File: config.mk
export PLATFORM = sky130hd
export DESIGN_NAME = priority_voice_allocator_unit
export DESIGN_NICKNAME = d
export VERILOG_FILES = /design/src/rtl/pva_pkg.sv /design/src/rtl/pva_cell.sv /design/src/rtl/priority_voice_allocator_unit.sv
export SDC_FILE = /design/constraint.sdc
export NUM_CORES = 2
export LEC_CHECK = 0
export BUFFER_PORTS_ARGS = -buffer_cell sky130_fd_sc_hd__buf_2
export CAP_MARGIN = 0
export CORE_AREA = 8 8 400 402
export CTS_CLUSTER_DIAMETER = 30
export CTS_CLUSTER_SIZE = 30
export DETAILED_ROUTE_END_ITERATION = 8
export DIE_AREA = 0 0 408 410
export GPL_ROUTABILITY_DRIVEN = 0
export PLACE_DENSITY = 0.85
export SLEW_MARGIN = 30
export SYNTH_ARGS = -nofsm -noshare
export SYNTH_HDL_FRONTEND = slang
export SYNTH_SLANG_ARGS = --single-unit
File: constraint.sdc
create_clock -name clk -period 4.3 [get_ports clk]
set_input_delay 0.86 -clock clk [delete_from_list [all_inputs] [get_ports clk]]
set_output_delay 0.86 -clock clk [all_outputs]
set_load 0.1 [all_outputs]
File: src/rtl/pva_pkg.sv
// Shared types and constants for the priority voice allocator.
`default_nettype none

package pva_pkg;

    localparam int NUM_SLOTS_DEF = 64;
    localparam int SLOT_W        = 6;
    localparam int PRI_W         = 8;

    localparam logic [1:0] FUNC_ACQUIRE = 2'd0;
    localparam logic [1:0] FUNC_FREE    = 2'd1;
    localparam logic [1:0] FUNC_SETPRI  = 2'd2;

    // Search record handed from cell to cell during an acquire scan
    typedef struct packed {
        logic             vld;
        logic             free_found;
        logic             pre_found;
        logic [PRI_W-1:0] pre_pri;
        logic             pre_notify;
    } scan_rec_t;

    // Broadcast write to the slot cells
    typedef struct packed {
        logic             en;
        logic             upd_busy;
        logic             busy;
        logic [PRI_W-1:0] pri;
        logic             upd_notify;
        logic             notify;
    } cell_wr_t;

endpackage

`default_nettype wire

File: src/rtl/pva_cell.sv
// One slot cell: holds busy, priority and notify, and updates the passing search record.
`default_nettype none

module pva_cell
    import pva_pkg::*;
#(
    parameter int IDX_W = $clog2(NUM_SLOTS_DEF)
)
(
    input  wire logic             clk,
    input  wire logic             rst_n,
    input  wire logic [IDX_W-1:0] cell_idx,
    input  wire logic [PRI_W-1:0] req_pri,
    input  wire scan_rec_t        rec_in,
    input  wire logic [IDX_W-1:0] free_idx_in,
    input  wire logic [IDX_W-1:0] pre_idx_in,
    output scan_rec_t             rec_out,
    output logic      [IDX_W-1:0] free_idx_out,
    output logic      [IDX_W-1:0] pre_idx_out,
    input  wire cell_wr_t         wr,
    input  wire logic [IDX_W-1:0] wr_idx
);

    logic             busy_reg;
    logic [PRI_W-1:0] pri_reg;
    logic             notify_reg;
    scan_rec_t        rec_reg;
    scan_rec_t        rec_next;
    logic [IDX_W-1:0] free_idx_reg;
    logic [IDX_W-1:0] pre_idx_reg;
    logic             free_hit;
    logic             pre_hit;
    logic             wr_hit;

    assign free_hit = rec_in.vld && !rec_in.free_found && !busy_reg;
    // strictly lower than the request and strictly lower than the best so far
    assign pre_hit  = rec_in.vld && (pri_reg < req_pri) &&
                      (!rec_in.pre_found || (pri_reg < rec_in.pre_pri));
    assign wr_hit   = wr.en && (wr_idx == cell_idx);

    always_comb
    begin
        rec_next            = rec_in;
        rec_next.free_found = rec_in.free_found || free_hit;
        rec_next.pre_found  = rec_in.pre_found || pre_hit;
        if (pre_hit)
        begin
            rec_next.pre_pri    = pri_reg;
            rec_next.pre_notify = notify_reg;
        end
    end

    always_ff @(posedge clk or negedge rst_n)
    begin
        if (!rst_n)
        begin
            busy_reg   <= 1'b0;
            pri_reg    <= '0;
            notify_reg <= 1'b0;
            rec_reg    <= '0;
        end
        else
        begin
            rec_reg <= rec_next;
            if (wr_hit)
            begin
                pri_reg <= wr.pri;
                if (wr.upd_busy)
                begin
                    busy_reg <= wr.busy;
                end
                if (wr.upd_notify)
                begin
                    notify_reg <= wr.notify;
                end
            end
        end
    end

    always_ff @(posedge clk)
    begin
        free_idx_reg <= free_hit ? cell_idx : free_idx_in;
        pre_idx_reg  <= pre_hit ? cell_idx : pre_idx_in;
    end

    assign rec_out      = rec_reg;
    assign free_idx_out = free_idx_reg;
    assign pre_idx_out  = pre_idx_reg;

endmodule

`default_nettype wire

File: src/rtl/priority_voice_allocator_unit.sv
// Priority voice allocator: control, result register and the chain of slot cells.
// Acquire: a start strobe launches the search record, which
//   walks the chain of slot cells one cell per cycle; the pick is made at the end of the chain.
// Free and set-priority: go straight to the apply step, which releases the result.
// One item at a time; a finished result waits in the output register for out_ready.
// Reset (rst_n, asynchronous, active low) clears every slot: idle, priority 0, no notify.
`default_nettype none

module priority_voice_allocator_unit
    import pva_pkg::*;
#(
    parameter int NUM_SLOTS = NUM_SLOTS_DEF
)
(
    input  wire logic              clk,
    input  wire logic              rst_n,
    input  wire logic              in_valid,
    output logic                   in_ready,
    input  wire logic [1:0]        func,
    input  wire logic [SLOT_W-1:0] slot,
    input  wire logic [PRI_W-1:0]  priority_req,
    input  wire logic              wants_notify,
    output logic                   out_valid,
    input  wire logic              out_ready,
    output logic                   granted,
    output logic      [SLOT_W-1:0] granted_slot,
    output logic                   evict_notice
);

    localparam int IDX_W = $clog2(NUM_SLOTS);
    localparam int CNT_W = $clog2(NUM_SLOTS + 1);
    localparam int CMP_W = (CNT_W > SLOT_W) ? CNT_W : SLOT_W;

    typedef enum logic [2:0] {
        S_IDLE  = 3'b001,
        S_SCAN  = 3'b010,
        S_APPLY = 3'b100
    } state_t;

    state_t              state_reg;
    state_t              state_next;
    logic                start_reg;
    logic [1:0]          op_func_reg;
    logic [SLOT_W-1:0]   op_slot_reg;
    logic [PRI_W-1:0]    op_pri_reg;
    logic                op_notify_reg;
    logic                found_reg;
    logic [IDX_W-1:0]    pick_idx_reg;
    logic                evict_reg;
    logic                out_valid_reg;
    logic                granted_reg;
    logic [SLOT_W-1:0]   granted_slot_reg;
    logic                evict_notice_reg;

    logic                in_fire;
    logic                apply_fire;
    logic                slot_in_range;
    logic                op_is_acq;
    cell_wr_t            wr;
    logic [IDX_W-1:0]    wr_idx;

    scan_rec_t           rec_node      [NUM_SLOTS+1];
    logic [IDX_W-1:0]    free_idx_node [NUM_SLOTS+1];
    logic [IDX_W-1:0]    pre_idx_node  [NUM_SLOTS+1];
    scan_rec_t           last_rec;

    assign in_ready      = (state_reg == S_IDLE);
    assign in_fire       = in_valid && in_ready;
    assign apply_fire    = (state_reg == S_APPLY) && (!out_valid_reg || out_ready);
    assign slot_in_range = CMP_W'(slot) < CMP_W'(NUM_SLOTS);
    assign op_is_acq     = (op_func_reg == FUNC_ACQUIRE);
    assign last_rec      = rec_node[NUM_SLOTS];

    // record entering the first cell
    always_comb
    begin
        rec_node[0]      = '0;
        rec_node[0].vld  = start_reg;
        free_idx_node[0] = '0;
        pre_idx_node[0]  = '0;
    end

    for (genvar g = 0; g < NUM_SLOTS; g++)
    begin : g_cell
        pva_cell #(
            .IDX_W (IDX_W)
        ) u_cell (
            .clk          (clk),
            .rst_n        (rst_n),
            .cell_idx     (IDX_W'(g)),
            .req_pri      (op_pri_reg),
            .rec_in       (rec_node[g]),
            .free_idx_in  (free_idx_node[g]),
            .pre_idx_in   (pre_idx_node[g]),
            .rec_out      (rec_node[g+1]),
            .free_idx_out (free_idx_node[g+1]),
            .pre_idx_out  (pre_idx_node[g+1]),
            .wr           (wr),
            .wr_idx       (wr_idx)
        );
    end

    // write to the chosen slot as the result is released
    always_comb
    begin
        wr        = '0;
        wr.en     = apply_fire && found_reg;
        wr.pri    = op_pri_reg;
        wr_idx    = IDX_W'(op_slot_reg);
        unique case (op_func_reg)
            FUNC_ACQUIRE:
            begin
                wr.upd_busy   = 1'b1;
                wr.busy       = 1'b1;
                wr.upd_notify = 1'b1;
                wr.notify     = op_notify_reg;
                wr_idx        = pick_idx_reg;
            end
            FUNC_FREE:
            begin
                wr.upd_busy = 1'b1;
                wr.busy     = 1'b0;
                wr.pri      = '0;
            end
            default:
            begin
                wr.upd_busy = 1'b0;
            end
        endcase
    end

    always_comb
    begin
        state_next = state_reg;
        unique case (state_reg)
            S_IDLE:
            begin
                if (in_fire)
                begin
                    state_next = (func == FUNC_ACQUIRE) ? S_SCAN : S_APPLY;
                end
            end
            S_SCAN:
            begin
                if (last_rec.vld)
                begin
                    state_next = S_APPLY;
                end
            end
            S_APPLY:
            begin
                if (apply_fire)
                begin
                    state_next = S_IDLE;
                end
            end
            default:
            begin
                state_next = S_IDLE;
            end
        endcase
    end

    always_ff @(posedge clk or negedge rst_n)
    begin
        if (!rst_n)
        begin
            state_reg     <= S_IDLE;
            start_reg     <= 1'b0;
            out_valid_reg <= 1'b0;
        end
        else
        begin
            state_reg <= state_next;
            start_reg <= in_fire && (func == FUNC_ACQUIRE);
            if (apply_fire)
            begin
                out_valid_reg <= 1'b1;
            end
            else if (out_ready)
            begin
                out_valid_reg <= 1'b0;
            end
        end
    end

    always_ff @(posedge clk)
    begin
        if (in_fire)
        begin
            op_func_reg   <= func;
            op_slot_reg   <= slot;
            op_pri_reg    <= priority_req;
            op_notify_reg <= wants_notify;
            found_reg     <= ((func == FUNC_FREE) || (func == FUNC_SETPRI)) && slot_in_range;
            evict_reg     <= 1'b0;
        end
        else if ((state_reg == S_SCAN) && last_rec.vld)
        begin
            // a free slot always wins over preemption
            found_reg    <= last_rec.free_found || last_rec.pre_found;
            pick_idx_reg <= last_rec.free_found ? free_idx_node[NUM_SLOTS]
                                                : pre_idx_node[NUM_SLOTS];
            evict_reg    <= !last_rec.free_found && last_rec.pre_found &&
                            last_rec.pre_notify;
        end
        if (apply_fire)
        begin
            granted_reg      <= found_reg;
            evict_notice_reg <= evict_reg;
            if (op_is_acq)
            begin
                granted_slot_reg <= found_reg ? SLOT_W'(pick_idx_reg) : '0;
            end
            else
            begin
                granted_slot_reg <= op_slot_reg;
            end
        end
    end

    assign out_valid    = out_valid_reg;
    assign granted      = granted_reg;
    assign granted_slot = granted_slot_reg;
    assign evict_notice = evict_notice_reg;

    // only one item in flight
    a_one_item: assert property (@(posedge clk) disable iff (!rst_n)
        in_fire |=> !in_ready)
        else $error("item taken while another is in flight");

    // the search record only reaches the end of the chain during a scan
    a_scan_end: assert property (@(posedge clk) disable iff (!rst_n)
        last_rec.vld |-> (state_reg == S_SCAN))
        else $error("search record left the chain outside a scan");

    // a new result is only loaded from the apply step
    a_out_src: assert property (@(posedge clk) disable iff (!rst_n)
        $rose(out_valid_reg) |-> $past(state_reg == S_APPLY))
        else $error("result loaded outside the apply step");

    // an eviction notice comes only with a granted acquire
    a_evict: assert property (@(posedge clk) disable iff (!rst_n)
        out_valid_reg && evict_notice_reg |-> granted_reg)
        else $error("eviction notice without grant");

endmodule

`default_nettype wire
Word level (Yosys, flattened, before mapping)
Index checks and enable logic that the tools add are counted.
{"block": "totals", "ff_bits": 2080, "elab_cells": 1776}
{"block": "classes", "n_lt_le_gt_ge": 127, "eq_ne": 72, "n_mux": 81, "bitwise": 1, "n_reduce_logical": 845}
{"cell": "less-than comparator 8 bit", "n": 127}
{"cell": "two-way mux 9 bit", "n": 63}
{"cell": "logical AND 1 bit", "n": 325}
{"cell": "AND reduction 2 bit", "n": 129}
{"cell": "equality test 6 bit, second input constant", "n": 32}
{"cell": "logical NOT 1 bit", "n": 192}
{"cell": "logical OR 1 bit", "n": 192}
{"cell": "equality test 6 x 5 -> 1 bit, second input constant", "n": 16}
{"cell": "equality test 6 x 4 -> 1 bit, second input constant", "n": 8}
{"cell": "equality test 6 x 3 -> 1 bit, second input constant", "n": 4}
{"cell": "two-way mux 6 bit", "n": 4}
{"cell": "equality test 6 x 2 -> 1 bit, second input constant", "n": 2}
{"cell": "two-way mux 3 bit", "n": 4}
{"cell": "case mux 3 bit (3 select lines)", "n": 1}
{"cell": "two-way mux 8 bit", "n": 1}
{"cell": "two-way mux 1 bit", "n": 7}
{"cell": "equality test 6 x 1 -> 1 bit, second input constant", "n": 1}
{"cell": "logical NOT 6 bit", "n": 1}
{"cell": "equality test 2 x 1 -> 1 bit, second input constant", "n": 2}
{"cell": "logical NOT 2 bit", "n": 2}
{"cell": "!= test 2 x 1 -> 1 bit, second input constant", "n": 2}
{"cell": "nonzero test 2 bit", "n": 2}
{"cell": "equality test 3 x 1 -> 1 bit, second input constant", "n": 1}
{"cell": "equality test 3 x 2 -> 1 bit, second input constant", "n": 1}
{"cell": "other kinds (7)", "n": 7}

Depth between registers and ports, before layout
{"block": "depth", "depth_word": 6, "ltp_mapped": 9, "depth_no_buf": 7}

Hierarchy
From an unflattened synthesis, not the netlist that was laid out.
{"block": "hier_totals", "hier_cells": 8314, "area_unflattened_um2": 109241.0}
{"module": "pva_cell (g_cell[10].u_cell ...)", "instances": 53, "cells_each": 128, "area_each_um2": 1680.4, "seq_area_each_um2": 790.8}
{"module": "pva_cell (g_cell[59].u_cell ...)", "instances": 10, "cells_each": 128, "area_each_um2": 1685.4, "seq_area_each_um2": 790.8}
{"module": "pva_cell (g_cell[0].u_cell)", "instances": 1, "cells_each": 128, "area_each_um2": 1690.4, "seq_area_each_um2": 790.8}
{"module": "priority_voice_allocator_unit", "instances": 1, "cells_each": 122, "area_each_um2": 1637.8, "seq_area_each_um2": 1107.3}

Worst setup path before layout
Ideal clock, no wire load.
{"block": "synth_path", "kind": "flip-flop to output port", "from": "register state_reg[2]", "to": "output in_ready", "t_arrival_ps": 2779, "t_required_ps": 3440, "slack_ps": 661, "stages_incl_launch_ff": 3, "path_buffers": 1, "cell_sequence": "dfrtp_1 -> clkbuf_1 -> nor3b_1"}
{"block": "synth_via", "elab_chain_len": 1}
{"element": "start: declaration", "line_no": "priority_voice_allocator_unit.sv:40", "rtl": "state_t state_reg;"}
{"element": "start signal: assignment", "line_no": "priority_voice_allocator_unit.sv:174", "rtl": "state_reg <= state_next;"}
{"element": "equality test 3 x 1 -> 1 bit", "line_no": "priority_voice_allocator_unit.sv:67", "rtl": "assign in_ready = (state_reg == S_IDLE);"}
{"element": "end: declaration", "line_no": "priority_voice_allocator_unit.sv:18", "rtl": "output logic in_ready,"}
No other way between the ends.

Worst setup path after layout
{"block": "layout_path", "from": "register state_reg[0]", "to": "output in_ready"}
Same word-level chain as after synthesis.

==> summary.md <==
| Metric | Value |
|---|---|
| CP startpoint | state_reg[0]$_DFFE_PN1P_ |
| GRT Total Usage | 30.9% |
| Fmax | 265 MHz |
| Layout cells sized above 1 | 22.9% |
| Global-route wire length before repair | 410 mm |
| PnR Total Power | 56400 uW |
| Yosys cell types | 53 |
| DRC | 0 |
| CTS hold repair buffers | 0 |
| RR Startpoint | op_func_reg[0]$_DFFE_PP_ |
| Comb power frac | 8.7% |
| Startpoint Class | flip-flop |
| Worst Hold Class | in2reg |
| Final core occ | 70.2% |
| Ranking of synthesized cells by area | dfrtp_1 (38%), dfxtp_1 (14%), ha_1 (12%), mux2_2 (9.8%), o21ai_0 (3.3%) |
| CP max stage delay | around 840 ps |
| Buf+Inv Stages, Crit Path | 1 |
| CTS Buf Count | around 380 |
| Ys Warns | 0 |
| Pwr per Cell Area | 524 mW/mm^2 |
| Critical path arrival | 2910 ps |
| Drt initial violations | 7209 |
| Worst Setup End Kind | output pin |
| WL/cell | 24.9 um |
| Starting Density | 59.5% |
| Max FO, Critical Path | 6 |
| 1st-pass router iterations | 8 |
| Net count after synthesis | roughly 8.8k |
| DP Wirelength | 156 mm |
| Least-Margin Pin Slew | 1080 ps |
| Post-synthesis register bit count | 2080 |
| Num ports | 31 |
| Setup TNS | 0 ps |
| Die height | 410 um |
| Synth Instances | ~8k |
| PostCTS Resize Cnt | 0 |
| Outcome | completed |
| Tcrit/Tclk final | 87.7% |
| EDFF count, synth | 32 |
| WP data required | 3440 ps |
| Clk pwr share | 52.3% |
| Number of global-route vias before repair | 71.9k |
| Seq/Total Area, Yosys | 53.7% |
| Area of the multi-input gates | 0.0393 mm^2 |
| Most frequent cells in the layout | dfrtp_1 (1404), ha_1 (890), mux2_2 (796) |
| Cell family with most CP delay | simple AND/OR/NAND/NOR gates |
| Crit path max-delay cell type | nor3b_1 |
| Final instance area | 0.108 mm^2 |
| RSZ-0062 raised after global routing | no |
| Clock Skew | 94.4 ps |
| Switching Share | between 20 and 30% |
| Placed inst area | 0.0948 mm^2 |
| Most common cell after layout, fill and taps aside | dfrtp_1 |
| Fraction of registers with async set or reset after synthesis | about two thirds |
| Die Width | 408 um |
| Final slew viol count | 0 |
| Largest net degree at the start of global routing | ~140 |
| Leak pwr | 0.0519 uW |
| Via count | 66.9k |
| Total Nets Final | between 9k and 10k |
| Post-route minimum period | 3770 ps |
| Layout area overhead | 17.9% |
| Max Cap Viol | 0 |
| Via density | 6.28 |
| CP cell instances | nor3b_1 -> buf_2 |
| Internal | about 42000 uW |
| Core Box Area | 0.153 mm^2 |
| Most used DFF post-synth | dfrtp_1 |
| Worst-path clk slew | roughly 60 ps |
| Flop pwr share | 39.1% |
| Post-CTS Setup Repair Bufs | 0 |
| Die ar. | 0.167 mm^2 |
| WS Path Type | reg2out |
| Worst relative slew slack | 28.3% |
| Routed wire length | 265 mm |
| Longest Clk Path Bufs | 4 |
| Net switching power | 14600 uW |
| Site row count | approximately 140 |
| Max FFs per register | 760 |
| Synth area leader | dfrtp_1 |
| Root Buffer | clkbuf_16 |
| Final setup violation count | 0 |
| # clock sinks | roughly 2.1k |
| Port-buffer cells | 30 |
| Area fraction of the dominant cell type after synthesis | approximately two fifths |
| Mapped Area | 0.0913 mm^2 |
| Worst vdd ir | 519 uV |
| CTS tree | built |
| Total gr overflow | 0 |
| Clock latency on the worst-skew pair | 940 ps |
| Filler Cells Inserted | 8784 |
| Htree depth | 5 |
| Initial antenna violation count | 17 |
| Worst Min Path Start | wants_notify |
| Post-route ant nets | 0 |
| Final hold viol count | 0 |
| Register area | 0.0490 mm^2 |
| Syn Area/Cell | about 12 um^2 |
-- cell families (layout without fill, tap and decap cells) --
kind of cell | count (synthesis) | count (layout) | synth area share, %
simple gates | 1995 | 1995 | 11.9
fa+ha+maj | 890 | 890 | 12.2
flops | 2080 | 2080 | 53.7
buf+inv | 794 | 1459 | 3.36
mux | 801 | 801 | 9.89
compound gates | 1363 | 1363 | 8.96
other cells | 0 | 17 | 0
-- power groups by stage --
stage	Clock, uW	Sequential (uW)	Combinational, uW
finish	29500	22100	4880
global placement	0	22200	4300
CTS	29600	22000	4730
floorplan	0	22000	2690
global route	30500	22200	5170
detailed placement	0	22300	4510
-- cell usage after synthesis (all sizes together), types with 97 or more instances --
master  count
dfrtp    1404
ha        890
mux2      799
nand2     663
dfxtp     643
o21ai     608
inv       537
nand2b    339
a21oi     247
nor2b     231
clkbuf    226
or2       218
nor2      166
and2      139
a211oi     97
-- layer usage --
metal,vias to the layer above,share of wire (%),global-route usage [%]
met4,4,7.2,20.3
li1,28400,-,-
met3,1466,11,9.85
met5,-,0.011,0
met2,3996,46,49.1
met1,33000,36,36.0
-- cell type report --
type                            count  area share, %
Inverter                          537           1.89
Antenna cell                       17         0.0395
Multi-Input combinational cell   5049           36.5
Clock buffer                      467           9.76
Tap cell                         2044           2.38
Clock inverter                    217           2.06
Sequential cell                  2080           45.5
Timing Repair Buffer              238           1.84
-- path summary, 6_finish.rpt --
check                                                                    end  slack, ps  cells after the start
worst max-delay path                                                in_ready        530                      2
max in group asynchronous           g_cell[17].u_cell.pri_reg[7]$_DFFE_PN0P_       2450                      4
worst min-delay path                                 op_notify_reg$_DFFE_PP_        150                      1
worst min register to register  g_cell[21].u_cell.free_idx_out[3]$_SDFF_PP0_        380                      1
worst max register to register      g_cell[31].u_cell.notify_reg$_DFFE_PN0P_        670                      8
min in group asynchronous             g_cell[58].u_cell.rec_out[4]$_DFF_PN0_        470                      2
-- worst register-to-register path: cells and delay by family, from the launching register on --
family                 cells  cell delay (ps)
buffers and inverters      3              960
flip-flops                 1              490
AND/OR/NAND/NOR            2             1050
AO/OA/AOI/OAI              3              960
-- metrics by stage --
stage | hold WS (ps) | cells | setup WS, ps
after global placement | 386 | 9920 | 878
after floorplan | 360 | 7923 | 661
after global routing | 125 | 10600 | 496
final | 146 | 10600 | 527
after CTS | 51.9 | 10600 | 629
after detailed placement | 391 | 9944 | 795
(Power assumes the default switching activity.)
